File: src/b2nv12_pkg.sv
`default_nettype none

package b2nv12_pkg;

  // default frame limits
  localparam int MAX_WIDTH_DEF  = 4096;
  localparam int MAX_HEIGHT_DEF = 4096;

  // field and counter widths
  localparam int CNT_W     = 13;        // size registers, column and row counters
  localparam int DIM_W     = CNT_W + 1; // kept sizes and incremented counters
  localparam int LADDR_W   = 24;
  localparam int CADDR_W   = 23;
  localparam int CHAN_W    = 8;
  localparam int SUM_W     = 9;         // sum of two channel values
  localparam int PAIR_W    = 3 * SUM_W;
  localparam int PIXEL_W   = 32;
  localparam int CFG_W     = 32;
  localparam int PADDR_W   = 3;

  // queue between front and back
  localparam int QUEUE_DEPTH = 4;

  // register reset values
  localparam logic [CNT_W-1:0] WIDTH_RESET  = 13'd1920;
  localparam logic [CNT_W-1:0] HEIGHT_RESET = 13'd1080;

  // register indexes (paddr[2])
  localparam logic REG_WIDTH  = 1'b0;
  localparam logic REG_HEIGHT = 1'b1;

  // what the back does with a beat
  typedef enum logic [1:0] {
    OP_LUMA,   // luma only, left pixel of a pair
    OP_STORE,  // luma, pair sum goes to the line store
    OP_BLOCK   // luma, pair sum plus stored sum completes a 2x2 block
  } op_t;

  typedef struct packed {
    op_t                op;
    logic [CNT_W-2:0]   col_half;    // column / 2, line store index
    logic [CHAN_W-1:0]  red;
    logic [CHAN_W-1:0]  green;
    logic [CHAN_W-1:0]  blue;
    logic [PAIR_W-1:0]  pair;        // {red, green, blue} pair sums
    logic [LADDR_W-1:0] luma_addr;
    logic [CADDR_W-1:0] chroma_addr;
    logic               frame_end;
  } beat_t;

endpackage

`default_nettype wire

File: src/b2nv12_front.sv
`default_nettype none

module b2nv12_front #(
  parameter int MAX_WIDTH  = b2nv12_pkg::MAX_WIDTH_DEF,
  parameter int MAX_HEIGHT = b2nv12_pkg::MAX_HEIGHT_DEF
) (
  input  wire logic                          clk,
  input  wire logic                          rst,
  input  wire logic [b2nv12_pkg::CNT_W-1:0]  source_width,
  input  wire logic [b2nv12_pkg::CNT_W-1:0]  source_height,
  input  wire logic                          pixel_valid,
  output logic                               pixel_stall,
  input  wire logic [b2nv12_pkg::PIXEL_W-1:0] pixel,
  input  wire logic                          queue_full,
  output logic                               push,
  output b2nv12_pkg::beat_t                  push_beat
);
  import b2nv12_pkg::*;

  logic [CNT_W-1:0]   col;
  logic [CNT_W-1:0]   row;
  logic [LADDR_W-1:0] luma_offset;
  logic [CADDR_W-1:0] chroma_offset;
  logic [3*CHAN_W-1:0] held;

  logic [DIM_W-1:0] sw_ext, sh_ext, lim_w, lim_h, min_w, min_h, kw, kh;
  logic [DIM_W-1:0] col_ext, row_ext, col_inc, row_inc;
  logic             accept, kept;
  logic [CHAN_W-1:0] cur_b, cur_g, cur_r;
  logic [SUM_W-1:0]  pair_b, pair_g, pair_r;
  op_t               op;

  // kept area: source size limited and cropped to even
  always_comb begin
    sw_ext  = {1'b0, source_width};
    sh_ext  = {1'b0, source_height};
    lim_w   = DIM_W'(MAX_WIDTH);
    lim_h   = DIM_W'(MAX_HEIGHT);
    min_w   = (sw_ext < lim_w) ? sw_ext : lim_w;
    min_h   = (sh_ext < lim_h) ? sh_ext : lim_h;
    kw      = {min_w[DIM_W-1:1], 1'b0};
    kh      = {min_h[DIM_W-1:1], 1'b0};
    col_ext = {1'b0, col};
    row_ext = {1'b0, row};
    col_inc = col_ext + DIM_W'(1);
    row_inc = row_ext + DIM_W'(1);
    kept    = (col_ext < kw) && (row_ext < kh);
  end

  assign pixel_stall = queue_full;
  assign accept      = pixel_valid && !queue_full;
  assign push        = accept && kept;

  // classify and form horizontal pair sums
  always_comb begin
    cur_b  = pixel[7:0];
    cur_g  = pixel[15:8];
    cur_r  = pixel[23:16];
    pair_b = {1'b0, held[7:0]}   + {1'b0, cur_b};
    pair_g = {1'b0, held[15:8]}  + {1'b0, cur_g};
    pair_r = {1'b0, held[23:16]} + {1'b0, cur_r};
    if (!col[0]) begin
      op = OP_LUMA;
    end else if (row[0]) begin
      op = OP_BLOCK;
    end else begin
      op = OP_STORE;
    end
    push_beat.op          = op;
    push_beat.col_half    = col[CNT_W-1:1];
    push_beat.red         = cur_r;
    push_beat.green       = cur_g;
    push_beat.blue        = cur_b;
    push_beat.pair        = {pair_r, pair_g, pair_b};
    push_beat.luma_addr   = luma_offset;
    push_beat.chroma_addr = chroma_offset;
    push_beat.frame_end   = (row_inc == kh) && (col_inc == kw);
  end

  // raster counters and plane offsets
  always_ff @(posedge clk) begin
    if (rst) begin
      col           <= '0;
      row           <= '0;
      luma_offset   <= '0;
      chroma_offset <= '0;
      held          <= '0;
    end else if (accept) begin
      if (kept) begin
        luma_offset <= luma_offset + LADDR_W'(1);
        if (!col[0]) begin
          held <= pixel[23:0];
        end
        if (op == OP_BLOCK) begin
          chroma_offset <= chroma_offset + CADDR_W'(2);
        end
      end
      if (col_inc >= sw_ext) begin
        col <= '0;
        if (row_inc >= sh_ext) begin
          row           <= '0;
          luma_offset   <= '0;
          chroma_offset <= '0;
        end else begin
          row <= row_inc[CNT_W-1:0];
        end
      end else begin
        col <= col_inc[CNT_W-1:0];
      end
    end
  end

endmodule

`default_nettype wire

File: config.mk
export PLATFORM = sky130hd
export DESIGN_NAME = b2nv12_front
export DESIGN_NICKNAME = d
export VERILOG_FILES = /design/src/b2nv12_pkg.sv /design/src/b2nv12_front.sv
export SDC_FILE = /design/constraint.sdc
export NUM_CORES = 1
export LEC_CHECK = 0
export BUFFER_PORTS_ARGS = -buffer_cell sky130_fd_sc_hd__clkbuf_2
export CAP_MARGIN = 20
export CORE_AREA = 2 2 132 134
export CTS_BUF_LIST = sky130_fd_sc_hd__clkbuf_2 sky130_fd_sc_hd__clkbuf_4 sky130_fd_sc_hd__clkbuf_8
export DETAILED_ROUTE_END_ITERATION = 12
export DIE_AREA = 0 0 134 136
export GPL_TIMING_DRIVEN = 0
export HOLD_SLACK_MARGIN = 0.05
export PLACE_DENSITY = 0.67
export SYNTH_ARGS = -nofsm -noshare
export SYNTH_HDL_FRONTEND = slang
export SYNTH_SLANG_ARGS = --single-unit
File: constraint.sdc
create_clock -name clk -period 5.15 [get_ports clk]
set_clock_uncertainty 0.15 [all_clocks]
set_input_delay 1.03 -clock clk [delete_from_list [all_inputs] [get_ports clk]]
set_output_delay 1.03 -clock clk [all_outputs]
set_load 0.05 [all_outputs]
# ---- Word-level counts from Yosys, hierarchy flattened
# Cells that the tools add are included.
dict set report totals {
  in_bits 62
  reg_bits 97
}
dict set report op_classes {
  addsub 7
  n_eq_ne 3
  magnitude_cmp 6
  n_bitwise 1
  n_mux 13
  reduce_logical 7
}
# cell count
set op_table {}
lappend op_table {{23-bit two-way mux} 4}
lappend op_table {{24-bit two-way mux} 3}
lappend op_table {{13-bit two-way mux} 4}
lappend op_table {{13-bit by 1-bit adder with 14-bit output (second input constant)} 2}
lappend op_table {{14-bit by 13-bit equality test with 1-bit output} 2}
lappend op_table {{14-bit by 13-bit greater-or-equal comparator with 1-bit output} 2}
lappend op_table {{8-bit by 8-bit adder with 9-bit output} 3}
lappend op_table {{13-bit less-than comparator} 2}
lappend op_table {{13-bit less-than comparator (second input constant)} 2}
lappend op_table {{24-bit by 1-bit adder with 24-bit output (second input constant)} 1}
lappend op_table {{23-bit by 2-bit adder with 23-bit output (second input constant)} 1}
lappend op_table {{1-bit logical AND} 4}
lappend op_table {{2-bit two-way mux} 2}
lappend op_table {{3-bit AND reduction} 1}
lappend op_table {{2-bit equality test (second input constant)} 1}
lappend op_table {{2-bit AND reduction} 1}
lappend op_table {{1-bit logical NOT} 1}
lappend op_table {{1-bit NOT} 1}

# ---- Logic depth before layout (Yosys ltp)
# Gate-level depths: netlist (run 1).
dict set report depth {
  depth_word 7
  ltp_mapped 14
  depth_no_buf 11
}

# ---- Worst setup path after synthesis (run 1)
# No wires, ideal clock.
dict set report synth_path {
  path_type {register to output}
  startpoint {reg row[0]}
  endpoint {out push_beat[0] in the netlist's numbering}
  stages_incl_launch_ff 12
  n_path_buf 0
  arrival_ns 4.193
  slack_ns -0.223
  t_required_ns 3.970
  path_cell_list {dfxtp_1 > ha_1 > nand4_1 > nor2_1 > nand3_1 > xnor2_1 > ha_1 > o2111ai_1 > a2111o_1 > or4_1 > or4_1 > nor4b_2}
}
# item line
set synth_lines {}
lappend synth_lines {{from (decl)} b2nv12_front.sv:21} ;# logic [CNT_W-1:0] row;
lappend synth_lines {{from (signal assigned)} b2nv12_front.sv:105} ;# row <= row_inc[CNT_W-1:0];
lappend synth_lines {{to (decl)} b2nv12_front.sv:16} ;# output b2nv12_pkg::beat_t push_beat

==> flow_summary_export.csv, run 1 <==
group,metric,value,unit
worst_setup_path,start_kind,"input port",
yosys,synthCells,924,
detailed_routing,wirelength,21.7,mm
yosys,yosys.area.top_type_share,0.254,
worst_setup_path,crit_required,3970,ps
grt,grt_pass1_vias,6822,
final_layout,syn_to_final_growth,22.6,%
final_layout,fin_nets,1267,
sta,tightest_slew,964,ps
yosys,yosysTopAreaCell,"dfxtp_1",
worst_hold_path,hp-start,"luma_offset[23]$_SDFFE_PP0P_",
worst_setup_path,r2r_cells,13,
clock_network,htree_levels,3,
power,p_per_area,190,nW/µm²
power,p_int,1120,µW
worst_setup_path,critical_path_arrival,4000,ps
sta,setup_tns,-29.4,ps
detailed_routing,drcViolationCount,0,
detailed_routing,detail_route.iter0.violations,403,
sta,relSlewSlack,0.351,
yosys,ys_seq_elements,96,
power,pwr-share-clk,0.312,
worst_setup_path,regToRegSetupSlack,420,ps
yosys,synthTopCellsByArea,"dfxtp_1 25%, ha_1 13%, a21oi_1 5.4%",
outcome,violations,"setup timing",
clock_network,cts_buffers,9,
sta,report.final.setup_viol,1,
power,combPwrFrac,0.258,
clock_network,clk_pin_slew,100,ps
grt,grt_usage,0.231,
worst_setup_path,end_kind,"primary output",
final_layout,fillerInstances,1666,
die,dieArea,18200,µm²
clock_network,cts_tree,"built",
die,ios,177,
die,initial_utilization,0.448,
sta,fmax,193,MHz
yosys,ys_warn_count,0,
placed_design,io_buffers,166,
grt,grt_overflow_total,0,
sta,setup_ws,-29.4,ps
sta,hold_violations,0,
yosys,ys_types,66,
sta,rsz0062_at_grt,"yes",
worst_hold_path,whs_path_depth,2,
final_layout,antenna_cells,0,
outcome,status,"finished with violations",
power,ir_worst_vdd,0.132,mV
detailed_routing,viasPerCell,5.62,
clock_network,cts_sinks,96,
die,coreArea,16900,µm²
worst_hold_path,hp-class,"reg -> reg",
final_layout,final_common_cell,"clkbuf_2",
final_layout,drive_gt1_frac,0.263,
detailed_routing,avgRoutedWirePerCell,16.0,µm
power,switchingPower,636,µW
final_layout,final_cell_mix,"168 x clkbuf_2, 83 x dfxtp_1, 82 x a21oi_1, 73 x ha_1, 68 x buf_4",
sta,min_period,5180,ps
yosys,synth_edf_count,0,
sta,slew_viol_final,0,
clock_network,clockBufferDepth,2,
grt,grt_max_degree,19,
power,leakagePower,0.00420,µW
worst_setup_path,worst-path-max-fanout,10,
sta,fin_crit_sh,1.01,
die,std_cell_rows,48,
worst_hold_path,hold_end,"luma_offset[23]$_SDFFE_PP0P_",
worst_setup_path,regToRegStartpoint,"row[0]$_SDFFE_PP0P_",
yosys,synth.avg_cell_area,8.18,µm²
detailed_routing,vias,7622,
detailed_routing,firstDrtPassIters,5,
clock_network,insertion_delay,390,ps
yosys,synth_fp_nets,1065,
yosys,async_reset_ff_frac,0,
power,seqPwrFrac,0.431,
power,p_sw_frac,0.361,
die,fp.dieH,136,µm
grt,antenna_found_initial,0,
placed_design,dpl_worst_slack,-432,ps
die,die_x,134,µm
placed_design,dp_hpwl,16.2,mm
placed_design,gp_congestion,0.885,
worst_setup_path,worstSetupPathType,"in -> out",
worst_setup_path,r2r-end,"luma_offset[2]$_SDFFE_PP0P_",
yosys,syn_area,7550,µm²
grt,grt_pass1_wl,34.0,mm
flow_run,cap_viol_max_count,0,
yosys,ys_seq_area_frac,0.254,
detailed_routing,ant_nets,0,
yosys,synthFlopType,"dfxtp_1",
clock_network,cts.root.buffer_cell,"clkbuf_8",
-- through the flow --
stage	std cells	instance area (µm²)	util	hold slack [ps]	power (µW)
finish	1356	9260	0.549	342	1760
global route	1356	9260	0.549	374	1830
CTS	1338	9020	0.534	346	1770
detailed placement	1315	8680	0.514	330	1230
global placement	1315	8680	0.514	322	1220
floorplan	924	7560	-	318	1110
-- worst max-delay path, cell delays in order --
cell and delay [ps]:
clkbuf_2 140, clkinv_1 310, ha_4 420, o2111ai_2 100, a2111o_1 450, or4_1 480
or4_4 550, nor4b_4 300, clkbuf_8 230
-- worst max path at each step --
stage,from,slack (ps),cells after the start,end
finish,source_height[12],-30,9,push_beat[0]
global route,row[3]$_SDFFE_PP0P_,-120,11,push_beat[0]
CTS,row[0]$_SDFFE_PP0P_,3,12,push_beat[0]
detailed placement,row[0]$_SDFFE_PP0P_,-430,12,push_beat[0]
global placement,row[0]$_SDFFE_PP0P_,-400,12,push_beat[0]
floorplan,row[0]$_SDFFE_PP0P_,60,11,push_beat[0]
-- Yosys cell counts, types with 20 or more instances --
master and count:
o31ai_1 23, inv_1 59, mux2i_1 27, nor2_1 56, nand4_1 34, or4_1 24
a21oi_1 82, nand2_1 53, nand3_1 38, clkbuf_1 34, xnor2_1 32, ha_1 76
buf_4 40, xor2_1 20, or3_1 28, o21ai_0 45, dfxtp_1 96
-- cells by family (layout without fill, tap and decap cells) --
logic type / Yosys count / in the layout / synth area share
AO/OA/AOI/OAI: 214 / 214 / 0.182
XOR/XNOR: 61 / 61 / 0.0860
adder cells (fa/ha/maj): 79 / 79 / 0.134
buffers and inverters: 140 / 347 / 0.0898
flip-flops: 96 / 96 / 0.254
multiplexers: 27 / 27 / 0.0358
other: 1 / 1 / 0.000496
AND/OR/NAND/NOR: 306 / 306 / 0.218
-- cell type report --
| type | instances | area (µm²) | area share |
|---|---|---|---|
| Sequential cell | 96 | 1960 | 0.211 |
| Multi-Input combinational cell | 688 | 5070 | 0.548 |
| Inverter | 61 | 230 | 0.0249 |
| Clock inverter | 7 | 85.1 | 0.00919 |
| Clock buffer | 9 | 124 | 0.0134 |
| Timing Repair Buffer | 194 | 1050 | 0.113 |
| Buffer | 76 | 458 | 0.0495 |
| Tap cell | 225 | 282 | 0.0304 |
-- power groups by stage --
stage / sequential [µW] / combinational, µW / clock, µW
finish: 759 / 454 / 549
global route: 761 / 488 / 586
CTS: 761 / 451 / 560
detailed placement: 780 / 448 / 0
global placement: 780 / 444 / 0
floorplan: 781 / 330 / 0
-- per-layer routing --
layer / GRT usage / vias up / wire length, µm
met5: 0 / - / 0
met4: 0.0573 / 0 / 310
met3: 0.0425 / 33 / 1460
met2: 0.375 / 299 / 10100
met1: 0.317 / 3535 / 9830
li1: - / 3755 / -
-- what timing repair did --
| item | CTS | global route |
|---|---|---|
| cloned | 0 | 0 |
| buffers inserted | 8 | 20 |
| hold buffers | 0 | 0 |
| gates resized for setup | 25 | 36 |
| endpoints found under the setup margin | 2 | 2 |
| pin swaps | 8 | 12 |
-- sequential cells by signal, indices dropped and copies added (netlist names) --
| name | count |
|---|---|
| held | 24 |
| col | 13 |
| luma_offset | 24 |
| chroma_offset | 22 |
| row | 13 |
Power figures use the tool's default switching activity.
==> run 2: changes to the inputs <==
--- a/config.mk
+++ b/config.mk
@@ -7,13 +7,14 @@
 export LEC_CHECK = 0
 export BUFFER_PORTS_ARGS = -buffer_cell sky130_fd_sc_hd__clkbuf_2
 export CAP_MARGIN = 20
-export CORE_AREA = 2 2 132 134
+export CORE_AREA = 10 10 140 142
 export CTS_BUF_LIST = sky130_fd_sc_hd__clkbuf_2 sky130_fd_sc_hd__clkbuf_4 sky130_fd_sc_hd__clkbuf_8
 export DETAILED_ROUTE_END_ITERATION = 12
-export DIE_AREA = 0 0 134 136
+export DIE_AREA = 0 0 150 152
 export GPL_TIMING_DRIVEN = 0
 export HOLD_SLACK_MARGIN = 0.05
 export PLACE_DENSITY = 0.67
 export SYNTH_ARGS = -nofsm -noshare
 export SYNTH_HDL_FRONTEND = slang
 export SYNTH_SLANG_ARGS = --single-unit
+export TNS_END_PERCENT = 20
==> run 2 against run 1 <==
The run now ends clean. Sequential share of layout area is 0.26 points higher. Combinational power about the same. Utilization down 1.3 points. Routed wire length rose by 5.0%. Critical path type is now reg -> out. Highest routed layer unchanged.
==> flow_summary_export.csv, run 2 (synthesis gave the netlist of run 1 again) <==
group,metric,value,unit
worst_setup_path,cp.depth,12,
detailed_routing,drcViolationCount,0,
power,p_total,1760,µW
detailed_routing,avgRoutedWirePerCell,16.9,µm
grt,grt_overflow_total,0,
sta,setup_ws,27.6,ps
die,coreArea,16900,µm²
worst_setup_path,worstSetupPathType,"reg -> out",
worst_setup_path,slowest_stage,"or4_4",
die,die_x,150,µm
sta,rsz0062_at_grt,"yes",
sta,setup_tns,0,ps
worst_setup_path,path_delay_family,"simple AND/OR/NAND/NOR gates",
worst_setup_path,critical_path_arrival,3940,ps
power,p_int,1130,µW
grt,grt_pass1_wl,37.0,mm
die,ios,177,
grt,antenna_found_initial,1,
die,initial_utilization,0.446,
clock_network,postCtsHoldBufs,0,
sta,tightest_slew,915,ps
worst_setup_path,cpMostUsedCell,"ha_4",
sta,report.final.setup_viol,0,
final_layout,fin_nets,1252,
final_layout,fin_area,9080,µm²
detailed_routing,vias,7500,
worst_setup_path,r2r_cells,13,
sta,fin_crit_sh,0.995,
power,ir_worst_vdd,0.149,mV
sta,relSlewSlack,0.385,
sta,hold_violations,0,
outcome,status,"complete, no violations",
clock_network,clockBufferDepth,2,
grt,grt_max_degree,18,
worst_setup_path,crit_buf_inv,1,
clock_network,cts_sinks,96,
placed_design,io_buffers,166,
grt,grt_usage,0.195,
worst_setup_path,startpoint,"row[1]$_SDFFE_PP0P_",
detailed_routing,wirelength,22.7,mm
die,std_cell_rows,48,
detailed_routing,ant_nets,0,
placed_design,gp_congestion,0.922,
die,fp.dieH,152,µm
final_layout,final_common_cell,"clkbuf_2",
final_layout,top_regs,"held x24, luma_offset x24, chroma_offset x22",
power,p_sw_frac,0.360,
sta,min_period,5120,ps
clock_network,cts_tree,"built",
worst_setup_path,endpoint,"push_beat[0]",
worst_hold_path,hp-class,"reg -> reg",
worst_setup_path,regToRegStartpoint,"row[1]$_SDFFE_PP0P_",
final_layout,fillerInstances,1691,
power,leakagePower,0.00410,µW
clock_network,htree_levels,3,
worst_setup_path,r2r-end,"luma_offset[15]$_SDFFE_PP0P_",
power,combPwrFrac,0.258,
detailed_routing,detail_route.iter0.violations,547,
power,pwr-share-clk,0.310,
placed_design,dpl_worst_slack,-428,ps
worst_setup_path,slowest_delay,560,ps
power,switchingPower,635,µW
clock_network,insertion_delay,390,ps
clock_network,clk_pin_slew,110,ps
die,dieArea,22800,µm²
worst_setup_path,end_kind,"primary output",
sta,slew_viol_final,0,
placed_design,place_area,8680,µm²
worst_setup_path,regToRegSetupSlack,400,ps
final_layout,final_cell_mix,"167 x clkbuf_2, 87 x dfxtp_1, 82 x a21oi_1, 74 x ha_1, 59 x inv_1",
power,seqPwrFrac,0.432,
worst_setup_path,worst-path-max-fanout,5,
final_layout,drive_gt1_frac,0.245,
worst_setup_path,worstPathCellList,"ha_4 > nand4_1 > nor2_4 > nand3_2 > xnor2_2 > ha_4 > o2111ai_1 > a2111o_1 > or4_1 > or4_4 > nor4b_4 > clkbuf_8",
sta,fmax,195,MHz
flow_run,cap_viol_max_count,0,
worst_setup_path,start_kind,"flip-flop",
detailed_routing,viasPerCell,5.59,
power,p_per_area,194,nW/µm²
placed_design,dp_hpwl,17.7,mm
final_layout,syn_to_final_growth,20.1,%
clock_network,cts.root.buffer_cell,"clkbuf_8",
grt,grt_pass1_vias,7121,
clock_network,cts_buffers,9,
detailed_routing,firstDrtPassIters,5,
worst_setup_path,crit_required,3970,ps
final_layout,final_util,0.536,
run 2: cell count changes in the layout (fill, tap and decap cells not counted), moves of 2 or more:
cell / before / now
inv_8: 3 / 1
buf_2: 0 / 2
buf_4: 68 / 51
clkbuf_1: 27 / 30
dfxtp_1: 83 / 87
dfxtp_4: 7 / 3
run 2: final cells by class:
| cell class | count | area [µm²] | share of cell area |
|---|---|---|---|
| Sequential cell | 96 | 1940 | 0.214 |
| Buffer | 78 | 455 | 0.0502 |
| Clock inverter | 6 | 75.1 | 0.00827 |
| Inverter | 61 | 230 | 0.0254 |
| Clock buffer | 10 | 131 | 0.0145 |
| Antenna cell | 1 | 2.50 | 0.000276 |
| Timing Repair Buffer | 177 | 922 | 0.102 |
| Multi-Input combinational cell | 688 | 5040 | 0.555 |
| Tap cell | 225 | 282 | 0.0310 |
run 2: worst min path at each step:
stage	from	end	slack, ps	depth (start not counted)
after floorplan	held[0]$_SDFFE_PP0P_	held[0]$_SDFFE_PP0P_	320	2
after global placement	luma_offset[23]$_SDFFE_PP0P_	luma_offset[23]$_SDFFE_PP0P_	330	2
after detailed placement	chroma_offset[22]$_SDFFE_PP0P_	chroma_offset[22]$_SDFFE_PP0P_	330	2
after CTS	chroma_offset[22]$_SDFFE_PP0P_	chroma_offset[22]$_SDFFE_PP0P_	350	2
after global routing	chroma_offset[22]$_SDFFE_PP0P_	chroma_offset[22]$_SDFFE_PP0P_	370	2
final	chroma_offset[22]$_SDFFE_PP0P_	chroma_offset[22]$_SDFFE_PP0P_	350	2
run 2: timing repair:
item	in CTS	in global routing
resized for setup	23	12
buffers inserted	8	3
endpoints found under the setup margin	2	2
pin swaps	7	6
run 2: power groups by stage:
| stage | sequential [µW] | clock (µW) | combinational (µW) |
|---|---|---|---|
| 5_1_grt | 764 | 590 | 493 |
| 2_1_floorplan | 781 | 0 | 330 |
| 6_report | 762 | 547 | 455 |
| 3_5_place_dp | 780 | 0 | 453 |
| 3_3_place_gp | 780 | 0 | 451 |
| 4_1_cts | 762 | 563 | 457 |
run 2: per-stage QoR:
step                hold WS, ps  cells
floorplan                   318    924
global placement            328   1315
detailed placement          330   1315
CTS                         345   1339
global route                373   1341
finish                      345   1342
run 2: per-layer routing:
layer	vias to the layer above	wire length [µm]	GRT usage
li1	3726	-	-
met1	3498	10300	0.261
met2	248	10600	0.314
met3	28	1550	0.0422
met4	0	262	0.0426
met5	-	0	0
run 2: worst reg2reg max path, stage by stage (launching register included):
cell and delay [ps]:
dfxtp_4 400, ha_4 180, nand4_1 220, buf_4 210
buf_4 140, nor3_1 440, xor2_1 150, ha_1 310
nand3_1 90, o41ai_1 790, nor3_1 330, o31ai_2 670
clkbuf_1 470, a21oi_1 100
