==> config.mk <==
export PLATFORM = sky130hd
export DESIGN_NAME = b2nv12_queue
export DESIGN_NICKNAME = d
export VERILOG_FILES = /design/src/b2nv12_pkg.sv /design/src/b2nv12_queue.sv
export SDC_FILE = /design/constraint.sdc
export NUM_CORES = 1
export LEC_CHECK = 0
export BUFFER_PORTS_ARGS = -buffer_cell sky130_fd_sc_hd__buf_2
export CORE_ASPECT_RATIO = 1.4
export CORE_UTILIZATION = 61
export DETAILED_ROUTE_END_ITERATION = 8
export GPL_ROUTABILITY_DRIVEN = 0
export GPL_TIMING_DRIVEN = 0
export PLACE_DENSITY_LB_ADDON = 0.1
export SLEW_MARGIN = 20
export SYNTH_ARGS = -nofsm -noshare
export SYNTH_HDL_FRONTEND = slang
export SYNTH_SLANG_ARGS = --single-unit
==> constraint.sdc <==
create_clock -name clk -period 10.14 [get_ports clk]
set_input_delay 0.507 -clock clk [delete_from_list [all_inputs] [get_ports clk]]
set_output_delay 0.507 -clock clk [all_outputs]
set_load 0.005 [all_outputs]
==> src/b2nv12_pkg.sv <==
`default_nettype none

package b2nv12_pkg;

  // default frame limits
  localparam int MAX_WIDTH_DEF  = 4096;
  localparam int MAX_HEIGHT_DEF = 4096;

  // field and counter widths
  localparam int CNT_W     = 13;        // size registers, column and row counters
  localparam int DIM_W     = CNT_W + 1; // kept sizes and incremented counters
  localparam int LADDR_W   = 24;
  localparam int CADDR_W   = 23;
  localparam int CHAN_W    = 8;
  localparam int SUM_W     = 9;         // sum of two channel values
  localparam int PAIR_W    = 3 * SUM_W;
  localparam int PIXEL_W   = 32;
  localparam int CFG_W     = 32;
  localparam int PADDR_W   = 3;

  // queue between front and back
  localparam int QUEUE_DEPTH = 4;

  // register reset values
  localparam logic [CNT_W-1:0] WIDTH_RESET  = 13'd1920;
  localparam logic [CNT_W-1:0] HEIGHT_RESET = 13'd1080;

  // register indexes (paddr[2])
  localparam logic REG_WIDTH  = 1'b0;
  localparam logic REG_HEIGHT = 1'b1;

  // what the back does with a beat
  typedef enum logic [1:0] {
    OP_LUMA,   // luma only, left pixel of a pair
    OP_STORE,  // luma, pair sum goes to the line store
    OP_BLOCK   // luma, pair sum plus stored sum completes a 2x2 block
  } op_t;

  typedef struct packed {
    op_t                op;
    logic [CNT_W-2:0]   col_half;    // column / 2, line store index
    logic [CHAN_W-1:0]  red;
    logic [CHAN_W-1:0]  green;
    logic [CHAN_W-1:0]  blue;
    logic [PAIR_W-1:0]  pair;        // {red, green, blue} pair sums
    logic [LADDR_W-1:0] luma_addr;
    logic [CADDR_W-1:0] chroma_addr;
    logic               frame_end;
  } beat_t;

endpackage

`default_nettype wire

==> src/b2nv12_queue.sv <==
`default_nettype none

module b2nv12_queue #(
  parameter int DEPTH = b2nv12_pkg::QUEUE_DEPTH
) (
  input  wire logic              clk,
  input  wire logic              rst,
  input  wire logic              push,
  input  wire b2nv12_pkg::beat_t push_beat,
  output logic                   full,
  input  wire logic              pop,
  output b2nv12_pkg::beat_t      pop_beat,
  output logic                   not_empty
);
  import b2nv12_pkg::*;

  localparam int PTR_W = (DEPTH > 1) ? $clog2(DEPTH) : 1;
  localparam int CNT_QW = $clog2(DEPTH + 1);

  beat_t             slots [DEPTH];
  logic [PTR_W-1:0]  wr_ptr, rd_ptr;
  logic [CNT_QW-1:0] count;
  logic              do_push, do_pop;

  assign full      = (count == CNT_QW'(DEPTH));
  assign not_empty = (count != '0);
  assign do_push   = push && !full;
  assign do_pop    = pop && not_empty;
  assign pop_beat  = slots[rd_ptr];

  // storage
  always_ff @(posedge clk) begin
    if (do_push) begin
      slots[wr_ptr] <= push_beat;
    end
  end

  // pointers and fill level
  always_ff @(posedge clk) begin
    if (rst) begin
      wr_ptr <= '0;
      rd_ptr <= '0;
      count  <= '0;
    end else begin
      if (do_push) begin
        wr_ptr <= (wr_ptr == PTR_W'(DEPTH - 1)) ? '0 : wr_ptr + PTR_W'(1);
      end
      if (do_pop) begin
        rd_ptr <= (rd_ptr == PTR_W'(DEPTH - 1)) ? '0 : rd_ptr + PTR_W'(1);
      end
      if (do_push && !do_pop) begin
        count <= count + CNT_QW'(1);
      end else if (do_pop && !do_push) begin
        count <= count - CNT_QW'(1);
      end
    end
  end

endmodule

`default_nettype wire

Word-level counts from Yosys, hierarchy flattened

Memory sizes are Yosys's and may differ from the RTL's. A register that Yosys moved wholly into a read port is not among the register bits.
Cells that the tools add are included.

Bits in writable memories: 452
Input bits: 117
Logic and storage cells: 28
Memories: 1
Flip-flop bits (word level): 7

Memories:

| name  | depth | bits a word | read ports | clocked after memory_dff | wr ports | line               | text |
|---|---|---|---|---|---|---|---|
| slots | 4     | 113         | 1          | 1                        | 1        | b2nv12_queue.sv:20 | `beat_t slots [DEPTH];` |

Equality and inequality tests: 3
Muxes and demuxes: 8
Reduce and logical (&&, ||, !) cells: 9
$add $sub $neg: 4

Operator list:

| cell                                                               | number |
|---|---|
| 2-bit 2-to-1 mux                                                   | 4 |
| 3-bit 2-to-1 mux                                                   | 2 |
| 2-bit by 1-bit adder with 2-bit output, second input constant      | 2 |
| 2-bit == test, second input constant                               | 2 |
| 1-bit logical AND                                                  | 4 |
| 3-bit by 1-bit adder with 3-bit output, second input constant      | 1 |
| 3-bit == test, second input constant                               | 1 |
| 1-bit zero test                                                    | 3 |
| 3-bit nonzero test                                                 | 1 |
| 3-bit by 1-bit subtractor with 3-bit output, second input constant | 1 |
| 1-bit 2-to-1 mux                                                   | 2 |
| 2-bit nonzero test                                                 | 1 |

Depth between registers and ports, before layout

Gate-level depths: netlist of run 1.

Depth after elaboration: 7
Gate-level depth with buffers: 10
Mapped depth without buffers: 9

Worst setup path before layout of run 1

Ideal clock, no wire load.

Path kind: reg2reg
Start: register count[0]
End: memory slots[0][0] in the netlist's numbering, enable pin
Clock period less this slack: 3,815 ps
Setup time: 486 ps
Required time: 9,654 ps
Setup slack: 6,325 ps
Arrival: 3,329 ps
Cell stages (with the launch flop): 4
Cell sequence: dfxtp_1 -> or3b_1 -> buf_2 -> and3_1

Word-level cells in the longest chain between the ends: 5

Ends and longest elaborated chain:

| what                                   | line               | text |
|---|---|---|
| from (decl)                            | b2nv12_queue.sv:22 | `logic [CNT_QW-1:0] count;` |
| from (signal assigned)                 | b2nv12_queue.sv:52 | `count <= count + CNT_QW'(1);` |
| from (signal assigned)                 | b2nv12_queue.sv:54 | `count <= count - CNT_QW'(1);` |
| 3-bit == test                          | b2nv12_queue.sv:25 | `assign full = (count == CNT_QW'(DEPTH));` |
| 1-bit zero test                        | b2nv12_queue.sv:27 | `assign do_push = push && !full;` |
| 1-bit logical AND                      | b2nv12_queue.sv:27 |  |
| 1-bit 2-to-1 mux                       | b2nv12_queue.sv:33 | `if (do_push) begin` |
| 1-bit 2-to-1 mux (not written as such) | b2nv12_queue.sv:34 | `slots[wr_ptr] <= push_beat;` |
| to (decl)                              | b2nv12_queue.sv:20 |  |

No other way between the ends.

==> summary.log, run 1 <==
qor: timing.grt_setup_unrepaired false
qor: power.switching_power 1.11 mW
qor: logic_synthesis.yosysWarnings 0
qor: power.power.ir.vdd_worst 0.000187 V
qor: logic_synthesis.synth_mux_area_frac 0.153
qor: worst_hold_path.min-delay-path-class input pin to flop
qor: clock_network.h-tree-depth 2
qor: logic_synthesis.synth-compound-area-share 0.00238
qor: critical_path.timing.rr.start count[0]$_SDFFE_PP0P_
qor: logic_synthesis.syn_nets 765
qor: grt.via_count_of_the_first_global_routing_pass 8,119
qor: logic_synthesis.synth.avg_cell_area 26.2 sq um
qor: die.die_h 198 um
qor: die.num_io_pins 232
qor: logic_synthesis.synth_area_leaders sky130_fd_sc_hd__edfxtp_1 81%, sky130_fd_sc_hd__mux4_2 15%, sky130_fd_sc_hd__dfxtp_1 1.1%
qor: clock_network.cts.sinks 461
qor: run_status.run_status completed
qor: timing.timing.max_slew.rel_slack 0.575
qor: final_layout.layout.cells.most_common_list 452 x sky130_fd_sc_hd__edfxtp_1, 243 x sky130_fd_sc_hd__buf_2, 113 x sky130_fd_sc_hd__mux4_2
qor: logic_synthesis.synthSimpleGateAreaFrac 0.00514
qor: timing.fin_crit_sh 0.280
qor: power.p_comb_frac 0.205
qor: power.clock_network_fraction_of_design_power 0.293
qor: power.internal_power 3.57 mW
qor: routing.postRouteWirelength 29.8 mm
qor: timing.final.min_clock_period 2.84 ns
qor: die.start_util 0.622
qor: logic_synthesis.mappedNetlistArea 16,800 sq um
qor: critical_path.worst_r2r_path_depth 10
qor: clock_network.root_buffer sky130_fd_sc_hd__clkbuf_16
qor: logic_synthesis.synth_enable_flop_cells 452
qor: logic_synthesis.postSynthCellCount 641
qor: timing.timing.clock.skew 0.0254 ns
qor: final_layout.final_nets 1,046
qor: grt.grt_start_max_net_pins 51
qor: routing.detail_route.vias_per_cell 5.78
qor: power.total_leakage_power 6.65 nW
qor: clock_network.clock_tree_from_tritoncts done
qor: timing.finalHoldViolations 0
qor: logic_synthesis.share_of_the_synthesized_area_in_the_top_cell_type 0.808
qor: timing.hold-worst-slack 0.184 ns
qor: final_layout.drive_gt1_frac 0.452
qor: final_layout.non_filler_cells_in_the_finished_layout 1,311
qor: die.rows 71
qor: grt.grt_first_pass_wirelength 45.1 mm
qor: logic_synthesis.synth_seq_area_share 0.819
qor: grt.grt.overflow.total 0
qor: grt.track_usage 0.219
qor: power.sequential_group_share_of_total_power 0.502
qor: critical_path.crit_fanout 10
qor: clock_network.holdBufCountCts 0
qor: critical_path.critical_path.endpoint_type output port
qor: timing.finalSetupViolCount 0
qor: die.floorplan.core_area 27,000 sq um
qor: routing.residual_antenna_violating_net_count_after_detailed_routing 0
qor: final_layout.areaGrowthSynthToFinish 17.7%
qor: worst_hold_path.hold_path.startpoint push_beat[112]
qor: clock_network.worst_skew_pair.late_latency 0.54 ns
qor: logic_synthesis.synth_area_leader_cell sky130_fd_sc_hd__edfxtp_1
qor: critical_path.crit_end pop_beat[27]
qor: power.pwr_density 237 nW/um^2
qor: timing.setup_total_negative_slack 0 ns
qor: worst_hold_path.holdPathStages 1
qor: flow_run.cap_viol_max_count 0
qor: routing.drc 0
qor: grt.grt_antenna_before_repair 6
qor: power.totalPowerFinal 4.68 mW
qor: placed_design.dp_cells 1,244
qor: logic_synthesis.synth_top_family_by_area multiplexers
qor: critical_path.worstSetupStartpointType flop
qor: routing.tritonroute_pass_1_iters 5
qor: critical_path.crit-reg2reg-capture count[2]$_SDFFE_PP0P_
qor: clock_network.clkTransAtPathRegs 0.06 ns
qor: logic_synthesis.postSynthRegisterBits 461
qor: critical_path.cp.arrival 2.33 ns
qor: placed_design.dp_hpwl 19.1 mm
qor: final_layout.postLayoutCoreUtil 0.732
qor: timing.maxSlewViolCount 0
qor: die.die_w 142 um
qor: clock_network.cts.repair_timing.setup_buffer_count 0
qor: clock_network.numCtsBuffers 41
qor: logic_synthesis.ys_dominant_reg_cell sky130_fd_sc_hd__edfxtp_1
qor: clock_network.post_cts_resized 0
qor: timing.fmaxAchievable 353 MHz
qor: critical_path.r2r_slack 7.75 ns
qor: timing.tightest_slew 0.637 ns
qor: critical_path.required_time_at_the_endpoint_of_the_critical_path 9.63 ns
qor: routing.dr.first_iter.drc_count 378
qor: logic_synthesis.netlist-cell-type-count 24
qor: logic_synthesis.synthAdderAreaFrac 0.00566
qor: logic_synthesis.synth-async-reset-ratio 0
qor: clock_network.cts_buffer_depth 3
qor: critical_path.timing.setup.critical_path_class flop to output port
qor: logic_synthesis.post_synth_xor_area_fraction 0.00104
qor: power.sw_frac_of_total 0.238
qor: final_layout.layout.cells.most_common sky130_fd_sc_hd__edfxtp_1
qor: placed_design.placement.io_buffers 230
qor: routing.drt-wirelength-per-cell 22.7 um
qor: die.floorplan.die_area 28,200 sq um
qor: routing.route.vias.total 7,576
[registers in the layout (all words and copies together), names as in the netlist, named ones only]
register and flops:
count 3, slots 452, rd_ptr 2, wr_ptr 2
[worst min path at each step]
stage,endpoint,slack [ns]
after floorplan,flop,0.46
after global placement,flop,0.48
after detailed placement,rd_ptr[0]$_SDFFE_PP0P_,0.50
after CTS,slots[2][63]$_DFFE_PP_,0.16
after global routing,slots[3][66]$_DFFE_PP_,0.17
final,slots[1][112]$_DFFE_PP_,0.18
[power groups by stage]
stage	clock [mW]	sequential [mW]	combinational, mW
global placement	0	2.41	0.930
CTS	1.40	2.35	0.984
detailed placement	0	2.39	0.979
floorplan	0	2.39	0.590
global route	1.46	2.36	1.04
finish	1.37	2.35	0.961
[routing by layer]
layer	track usage	share of wire	up-vias
li1	-	-	3328
met4	0.0800	0.030	4
met2	0.378	0.54	256
met3	0.0609	0.078	64
met1	0.265	0.36	3924
met5	0	0.00094	-
[synth_stat cells, drive strengths merged, types with 2 or more instances]
| master | instances |
|---|---|
| or3 | 3 |
| nand3 | 2 |
| edfxtp | 452 |
| buf | 23 |
| inv | 4 |
| o31ai | 2 |
| xor2 | 2 |
| nor2 | 4 |
| o21ai | 2 |
| and3 | 4 |
| mux4 | 113 |
| ha | 6 |
| mux2i | 2 |
| dfxtp | 9 |
| clkbuf | 5 |
| a21oi | 3 |
[per-stage QoR]
step	setup WS, ns	instance area [sq um]
2_1_floorplan	6.32	16800
3_3_place_gp	4.61	18400
3_5_place_dp	7.78	18600
4_1_cts	7.21	19800
5_1_grt	7.19	19800
6_report	7.30	19800
[kinds of logic after synthesis]
logic type | after synthesis
XOR/XNOR | 2
flip-flops | 461
AND/OR/NAND/NOR | 16
AO/OA/AOI/OAI | 7
buffers and inverters | 33
adder cells (fa/ha/maj) | 7
multiplexers | 115
[worst max-delay path, stage by stage, from the launching register on]
cell and delay [ns]:
sky130_fd_sc_hd__dfxtp_1 0.30, sky130_fd_sc_hd__clkbuf_1 0.26, sky130_fd_sc_hd__buf_2 0.35, sky130_fd_sc_hd__buf_2 0.35, sky130_fd_sc_hd__mux4_2 0.36, sky130_fd_sc_hd__buf_2 0.16
[cell type report]
| cell class | count | area (sq um) |
|---|---|---|
| plain buffers | 28 | 223 |
| multi-input cells | 147 | 2820 |
| inverters | 5 | 20.0 |
| fillers | 1624 | 7230 |
| clock inverters | 10 | 73.8 |
| diodes | 3 | 7.51 |
| repair buffers | 238 | 1340 |
| clock buffers | 54 | 1070 |
| well taps | 365 | 457 |
| flip-flops and latches | 461 | 13800 |
Note: power is estimated with default switching activity, not from simulation.
==> inputs of run 2 (changes only) <==
Settings changed: ABC_AREA set to 1, CORE_UTILIZATION 61 to 57.
Clock period 10.14 ns to 2.9 ns, I/O delays scaled along.
==> run 2 against run 1 <==
Net effect: clock-buffer cell count decreased by 7; die area increased by 9.5%; final cell count increased by 51%; critical endpoint is now slots[0][44]$_DFFE_PP_; highest routed layer is now met4.
==> summary.log, run 2 <==
qor: final_layout.drive_gt1_frac 0.221 [was 0.452]
qor: logic_synthesis.yosysWarnings 0 [unchanged]
qor: critical_path.required_time_at_the_endpoint_of_the_critical_path 3.14 ns [was 9.63 ns]
qor: critical_path.worstSetupStartpointType flop [unchanged]
qor: timing.timing.max_slew.rel_slack 0.474 [was 0.575]
qor: logic_synthesis.synth_seq_area_share 0.799 [was 0.819]
qor: logic_synthesis.postSynthRegisterBits 461 [unchanged]
qor: logic_synthesis.share_of_the_synthesized_area_in_the_top_cell_type 0.789 [was 0.808]
qor: timing.finalHoldViolations 0 [unchanged]
qor: timing.grt_setup_unrepaired false [unchanged]
qor: die.start_util 0.585 [was 0.622]
qor: logic_synthesis.synth-async-reset-ratio 0 [unchanged]
qor: clock_network.clock_tree_from_tritoncts done [unchanged]
qor: logic_synthesis.synth_area_leader_cell sky130_fd_sc_hd__edfxtp_1 [unchanged]
qor: power.power.ir.vdd_worst 0.000715 V [was 0.000187 V]
qor: die.floorplan.core_area 29,400 sq um [was 27,000 sq um]
qor: power.total_leakage_power 7.82 nW [was 6.65 nW]
qor: critical_path.timing.critical_path.cells nor2_1, nand2_1, nand2_1, nor2_4, buf_16, buf_12, buf_12 [was clkbuf_1, buf_2, buf_2, mux4_2, buf_2]
qor: logic_synthesis.ys_dominant_reg_cell sky130_fd_sc_hd__edfxtp_1 [unchanged]
qor: logic_synthesis.postSynthCellCount 1,162 [was 641]
qor: final_layout.top_register slots [unchanged]
qor: grt.via_count_of_the_first_global_routing_pass 11,200 [was 8,119]
qor: final_layout.filler_cell_count 1,892 [was 1,624]
qor: critical_path.cp_slowest_cell sky130_fd_sc_hd__nor2_4 [was sky130_fd_sc_hd__mux4_2]
qor: logic_synthesis.netlist-cell-type-count 22 [was 24]
qor: run_status.run_status completed [unchanged]
qor: routing.route.vias.total 11,200 [was 7,576]
qor: clock_network.cts.sinks 461 [unchanged]
qor: routing.postRouteWirelength 40.0 mm [was 29.8 mm]
qor: critical_path.crit_fanout 23 [was 10]
qor: routing.residual_antenna_violating_net_count_after_detailed_routing 0 [unchanged]
qor: grt.grt_start_max_net_pins 25 [was 51]
qor: power.totalPowerFinal 19.0 mW [was 4.68 mW]
qor: timing.fmaxAchievable 381 MHz
qor: grt.grt_antenna_before_repair 1 [was 6]
qor: logic_synthesis.synth.avg_cell_area 14.8 sq um [was 26.2 sq um]
qor: final_layout.largest_register_ff_count 452 [unchanged]
qor: clock_network.clkTransAtPathRegs 0.06 ns [about the same]
qor: routing.dr.first_iter.drc_count 820 [was 378]
qor: critical_path.timing.setup.critical_path_class flop to flop [was flop to output port]
qor: placed_design.place_area 19,400 sq um [was 18,600 sq um]
qor: critical_path.critical-path-max-stage-delay 0.70 ns [was 0.36 ns]
qor: timing.fin_crit_sh 0.906
qor: timing.finalSetupViolCount 0 [unchanged]
qor: clock_network.cts_buffer_depth 3 [unchanged]
qor: grt.track_usage 0.259 [was 0.219]
qor: critical_path.cp.arrival 2.87 ns [was 2.33 ns]
qor: routing.detail_route.vias_per_cell 5.62 [was 5.78]
qor: logic_synthesis.synthMostInstantiatedCell sky130_fd_sc_hd__edfxtp_1 [unchanged]
qor: die.num_io_pins 232 [unchanged]
qor: placed_design.placement.io_buffers 231 [was 230]
qor: final_layout.layout.cells.most_common sky130_fd_sc_hd__edfxtp_1 [unchanged]
qor: logic_synthesis.syn_nets 1,286 [was 765]
qor: timing.timing.clock.skew 0.0195 ns [was 0.0254 ns]
qor: flow_run.cap_viol_max_count 0 [unchanged]
qor: timing.tightest_slew 0.787 ns [was 0.637 ns]
qor: die.die_h 208 um [was 198 um]
qor: logic_synthesis.synth_area_leaders sky130_fd_sc_hd__edfxtp_1 79%, sky130_fd_sc_hd__o21ai_0 5.7%, sky130_fd_sc_hd__nor2_1 5.3% [was sky130_fd_sc_hd__edfxtp_1 81%, sky130_fd_sc_hd__mux4_2 15%, sky130_fd_sc_hd__dfxtp_1 1.1%]
qor: timing.maxSlewViolCount 0 [unchanged]
qor: die.die_w 149 um [was 142 um]
qor: grt.grt.overflow.total 0 [unchanged]
qor: logic_synthesis.synthTopCellsByCount 452 x sky130_fd_sc_hd__edfxtp_1, 241 x sky130_fd_sc_hd__nor2_1, 197 x sky130_fd_sc_hd__o21ai_0 [was 452 x sky130_fd_sc_hd__edfxtp_1, 113 x sky130_fd_sc_hd__mux4_2, 13 x sky130_fd_sc_hd__buf_2]
qor: routing.drt-wirelength-per-cell 20.1 um [was 22.7 um]
qor: worst_hold_path.holdPathStages 3 [was 1]
qor: logic_synthesis.synth_enable_flop_cells 452 [unchanged]
qor: grt.grt_first_pass_wirelength 60.3 mm [was 45.1 mm]
qor: logic_synthesis.mappedNetlistArea 17,200 sq um [was 16,800 sq um]
qor: clock_network.numCtsBuffers 42 [was 41]
qor: clock_network.h-tree-depth 2 [unchanged]
qor: placed_design.dp_hpwl 24.9 mm [was 19.1 mm]
qor: final_layout.final_nets 1,699 [was 1,046]
qor: clock_network.worst_skew_pair.late_latency 0.54 ns [about the same]
qor: power.pwr_density 869 nW/um^2 [was 237 nW/um^2]
qor: routing.drc 0 [unchanged]
qor: critical_path.worst_r2r_path_depth 7 [was 10]
qor: routing.tritonroute_pass_1_iters 5 [unchanged]
qor: critical_path.critical_path.endpoint_type flop [was output port]
qor: worst_hold_path.min-delay-path-class input pin to flop [unchanged]
qor: timing.final.min_clock_period 2.63 ns
qor: die.rows 74 [was 71]
qor: final_layout.postLayoutCoreUtil 0.742 [was 0.732]
qor: final_layout.layout_top_registers slots: 452 flops, count: 3 flops [unchanged]
qor: final_layout.layout.cells.most_common_list 452 x sky130_fd_sc_hd__edfxtp_1, 246 x sky130_fd_sc_hd__buf_2, 237 x sky130_fd_sc_hd__nor2_1 [was 452 x sky130_fd_sc_hd__edfxtp_1, 243 x sky130_fd_sc_hd__buf_2, 113 x sky130_fd_sc_hd__mux4_2]
qor: clock_network.root_buffer sky130_fd_sc_hd__clkbuf_16 [unchanged]
qor: final_layout.design_area 21,900 sq um [was 19,800 sq um]
qor: final_layout.areaGrowthSynthToFinish 27.0% [was 17.7%]
qor: die.floorplan.die_area 30,900 sq um [was 28,200 sq um]
-- run 2: worst max-delay path, delay by kind of cell (launching register included) --
family / cells / cell delay, ns
buffers and inverters: 3 / 0.65
DFF: 1 / 0.40
and+or+nand+nor: 4 / 1.23
-- run 2: metal layers --
| metal | routed length [um] | global-route usage | vias up |
|---|---|---|---|
| met5 | 0 | 0 | - |
| met2 | 20600 | 0.442 | 393 |
| met3 | 2730 | 0.0552 | 92 |
| li1 | - | - | 5221 |
| met4 | 1310 | 0.108 | 0 |
| met1 | 15400 | 0.321 | 5449 |
-- run 2: cell type report --
type	instances	area (sq um)	area share
timing repair buffer	369	2850	0.130
clock inverter	27	203	0.00927
tap	380	475	0.0217
multi-input combinational	611	2980	0.136
sequential	461	13800	0.629
antenna	1	2.50	0.000114
inverter	17	68.8	0.00315
buffer	73	439	0.0201
clock buffer	47	1090	0.0499
-- run 2: where the power goes --
group | switching [mW] | internal [mW]
clock network | 2.28 | 2.97
registers | 0.175 | 8.10
logic | 3.39 | 2.09
-- run 2: path summary, 6_finish.rpt --
| path | startpoint | to | slack (ns) |
|---|---|---|---|
| worst max-delay path | count[0]$_SDFFE_PP0P_ | slots[0][44]$_DFFE_PP_ | 0.27 |
| worst min-delay path | rst | count[0]$_SDFFE_PP0P_ | 0.30 |
| worst max register to register | count[0]$_SDFFE_PP0P_ | slots[0][44]$_DFFE_PP_ | 0.27 |
| worst min register to register | count[1]$_SDFFE_PP0P_ | count[1]$_SDFFE_PP0P_ | 0.53 |
-- run 2: what timing repair did --
item / in CTS / in global routing
resized for setup: 0 / 0
setup endpoints to repair: 0 / 0
endpoints found under the hold margin: 461 / 0
hold buffers: 116 / 0
setup buffers: 0 / 0
-- run 2: cells by family (layout without fill, tap and decap cells) --
logic type,Yosys count,in the layout,share of synthesized area
AND/OR/NAND/NOR,260,260,0.0574
flip-flops,461,461,0.799
adder cells (fa/ha/maj),7,7,0.00552
XOR/XNOR,1,1,0.000509
other,0,1,0
buffers and inverters,90,533,0.0295
AO/OA/AOI/OAI,343,343,0.108
-- run 2: per-stage QoR --
| step | std cells | TNS (ns) | setup WS [ns] | hold slack (ns) |
|---|---|---|---|---|
| 2_1_floorplan | 1162 | -555.66 | -1.23 | 0.217 |
| 3_3_place_gp | 1773 | -1574.99 | -3.57 | 0.319 |
| 3_5_place_dp | 1795 | 0 | 0.246 | 0.325 |
| 4_1_cts | 1985 | 0 | 0.231 | 0.286 |
| 5_1_grt | 1986 | 0 | 0.101 | 0.342 |
| 6_report | 1986 | 0 | 0.273 | 0.304 |
==> inputs of run 3 (changes only) <==
Settings changed: CTS_BUF_LIST set to sky130_fd_sc_hd__clkbuf_8 sky130_fd_sc_hd__clkbuf_16.
==> run 3 against run 2 <==
Net effect: clock skew down 0.0011 ns; via count down 0.30%; clock power about the same; sequential share of layout area unchanged.
==> summary.log, run 3 (same netlist as run 2, synthesis figures left out) <==
qor: final_layout.layout.cells.most_common_list 452 x sky130_fd_sc_hd__edfxtp_1, 246 x sky130_fd_sc_hd__buf_2, 237 x sky130_fd_sc_hd__nor2_1 [unchanged]
qor: die.num_io_pins 232 [unchanged]
qor: critical_path.critical_path.endpoint_type flop [unchanged]
qor: final_layout.non_filler_cells_in_the_finished_layout 1,986 [unchanged]
qor: clock_network.worst_skew_pair.late_latency 0.54 ns [about the same]
qor: critical_path.startpoint count[0]$_SDFFE_PP0P_ [unchanged]
qor: routing.drt-wirelength-per-cell 20.1 um [about the same]
qor: timing.fmaxAchievable 381 MHz [about the same]
qor: grt.grt_start_max_net_pins 25 [unchanged]
qor: clock_network.cts.repair_timing.setup_buffer_count 0 [unchanged]
qor: timing.timing.max_slew.rel_slack 0.477 [was 0.474]
qor: routing.drc 0 [unchanged]
qor: timing.finalSetupViolCount 0 [unchanged]
qor: routing.residual_antenna_violating_net_count_after_detailed_routing 0 [unchanged]
qor: clock_network.clkTransAtPathRegs 0.06 ns [about the same]
qor: power.p_comb_frac 0.289 [was 0.288]
qor: grt.grt_antenna_before_repair 1 [unchanged]
qor: clock_network.numCtsBuffers 42 [unchanged]
qor: die.floorplan.core_area 29,400 sq um [unchanged]
qor: critical_path.cp_slowest_cell sky130_fd_sc_hd__nor2_4 [unchanged]
qor: routing.detail_route.vias_per_cell 5.60 [was 5.62]
qor: die.die_w 149 um [unchanged]
qor: final_layout.final_nets 1,699 [unchanged]
qor: grt.grt_first_pass_wirelength 60.3 mm [unchanged]
qor: final_layout.largest_register_ff_count 452 [unchanged]
qor: clock_network.cts.sinks 461 [unchanged]
qor: final_layout.layout_top_registers slots: 452 flops, count: 3 flops [unchanged]
qor: critical_path.required_time_at_the_endpoint_of_the_critical_path 3.14 ns [about the same]
qor: clock_network.holdBufCountCts 116 [unchanged]
qor: timing.timing.clock.skew 0.0184 ns [was 0.0195 ns]
qor: placed_design.dp_hpwl 24.9 mm [unchanged]
qor: power.sequential_group_share_of_total_power 0.436 [about the same]
qor: clock_network.cts_buffer_depth 3 [unchanged]
qor: run_status.run_status completed [unchanged]
qor: power.pwr_density 869 nW/um^2 [about the same]
qor: routing.route.vias.total 11,100 [was 11,200]
qor: worst_hold_path.min-delay-path-class input pin to flop [unchanged]
qor: critical_path.crit_fanout 23 [unchanged]
qor: grt.track_usage 0.259 [unchanged]
qor: final_layout.layout.cells.most_common sky130_fd_sc_hd__edfxtp_1 [unchanged]
qor: die.rows 74 [unchanged]
qor: final_layout.drive_gt1_frac 0.221 [unchanged]
qor: power.totalPowerFinal 19.0 mW [about the same]
qor: clock_network.post_cts_resized 0 [unchanged]
qor: power.power.ir.vdd_worst 0.000710 V [was 0.000715 V]
qor: die.die_h 208 um [unchanged]
qor: power.clock_network_fraction_of_design_power 0.276 [about the same]
qor: critical_path.timing.setup.critical_path_class flop to flop [unchanged]
qor: power.sw_frac_of_total 0.308 [about the same]
qor: timing.grt_setup_unrepaired false [unchanged]
qor: critical_path.timing.rr.start count[0]$_SDFFE_PP0P_ [unchanged]
qor: placed_design.dp_cells 1,795 [unchanged]
qor: power.switching_power 5.85 mW [about the same]
qor: clock_network.clock_tree_from_tritoncts done [unchanged]
qor: flow_run.cap_viol_max_count 0 [unchanged]
qor: timing.maxSlewViolCount 0 [unchanged]
qor: power.internal_power 13.1 mW [was 13.2 mW]
qor: die.start_util 0.585 [unchanged]
qor: final_layout.top_register slots [unchanged]
qor: grt.grt.overflow.total 0 [unchanged]
qor: timing.fin_crit_sh 0.904 [was 0.906]
qor: final_layout.filler_cell_count 1,892 [unchanged]
qor: routing.postRouteWirelength 40.0 mm [about the same]
qor: critical_path.timing.critical_path.cells nor2_1, nand2_1, nand2_1, nor2_4, buf_16, buf_12, buf_12 [unchanged]
qor: die.floorplan.die_area 30,900 sq um [unchanged]
qor: final_layout.areaGrowthSynthToFinish 27.0% [unchanged]
qor: routing.dr.first_iter.drc_count 859 [was 820]
qor: routing.tritonroute_pass_1_iters 5 [unchanged]
qor: worst_hold_path.hold_path.startpoint rst [unchanged]
qor: timing.tightest_slew 0.782 ns [was 0.787 ns]
qor: critical_path.cp.arrival 2.86 ns [was 2.87 ns]
qor: placed_design.placement.io_buffers 231 [unchanged]
qor: clock_network.h-tree-depth 2 [unchanged]
qor: timing.finalHoldViolations 0 [unchanged]
qor: critical_path.critical-path-max-stage-delay 0.70 ns [about the same]
qor: critical_path.worstSetupStartpointType flop [unchanged]
qor: timing.final.min_clock_period 2.62 ns [was 2.63 ns]
qor: power.total_leakage_power 7.84 nW [was 7.82 nW]
qor: clock_network.root_buffer sky130_fd_sc_hd__clkbuf_16 [unchanged]
qor: grt.via_count_of_the_first_global_routing_pass 11,200 [unchanged]
run 3: cell types whose count changed in the layout (fill, tap and decap cells not counted):
cell and delta:
sky130_fd_sc_hd__inv_1 +4, sky130_fd_sc_hd__clkbuf_1 -4
run 3: layout make-up:
class                   instances  area (sq um)  area share
flip-flops and latches        461         13800       0.629
multi-input cells             611          2980       0.136
repair buffers                369          2850       0.130
clock buffers                  43          1080      0.0492
well taps                     380           475      0.0217
plain buffers                  73           439      0.0201
clock inverters                31           218     0.00996
inverters                      17          68.8     0.00315
diodes                          1          2.50    0.000114
run 3: worst paths after layout:
| check | end | slack [ns] | cells past startpoint |
|---|---|---|---|
| max | slots[0][44]$_DFFE_PP_ | 0.28 | 7 |
| min | count[0]$_SDFFE_PP0P_ | 0.30 | 3 |
| max reg2reg | slots[0][44]$_DFFE_PP_ | 0.28 | 7 |
| min reg2reg | count[1]$_SDFFE_PP0P_ | 0.53 | 2 |
run 3: critical path: cells and delay by family, from the launching register on:
kind / cells / cell delay (ns)
AND/OR/NAND/NOR: 4 / 1.23
buffers and inverters: 3 / 0.66
flip-flops: 1 / 0.40
run 3: stage by stage:
| stage | setup TNS [ns] | hold WS (ns) | utilization | instance area, sq um | setup WS, ns |
|---|---|---|---|---|---|
| 6_report | 0 | 0.304 | 0.742 | 21900 | 0.277 |
| 5_1_grt | 0 | 0.342 | 0.742 | 21900 | 0.101 |
| 4_1_cts | 0 | 0.286 | 0.742 | 21900 | 0.231 |
| 3_5_place_dp | 0 | 0.325 | 0.659 | 19400 | 0.246 |
| 3_3_place_gp | -1574.99 | 0.319 | 0.640 | 18900 | -3.57 |
| 2_1_floorplan | -555.66 | 0.217 | - | 17200 | -1.23 |
run 3: layer usage:
layer,GRT usage,vias to the layer above,part of all wire
li1,-,5225,-
met1,0.321,5420,0.38
met2,0.442,384,0.52
met3,0.0552,93,0.067
met4,0.108,0,0.033
met5,0,-,0
run 3: power groups by stage:
stage	combinational, mW	sequential [mW]	clock, mW
2_1_floorplan	2.79	8.45	0
3_5_place_dp	5.35	8.41	0
3_3_place_gp	5.00	8.53	0
4_1_cts	5.51	8.28	5.30
6_report	5.48	8.28	5.24
5_1_grt	5.98	8.33	5.54
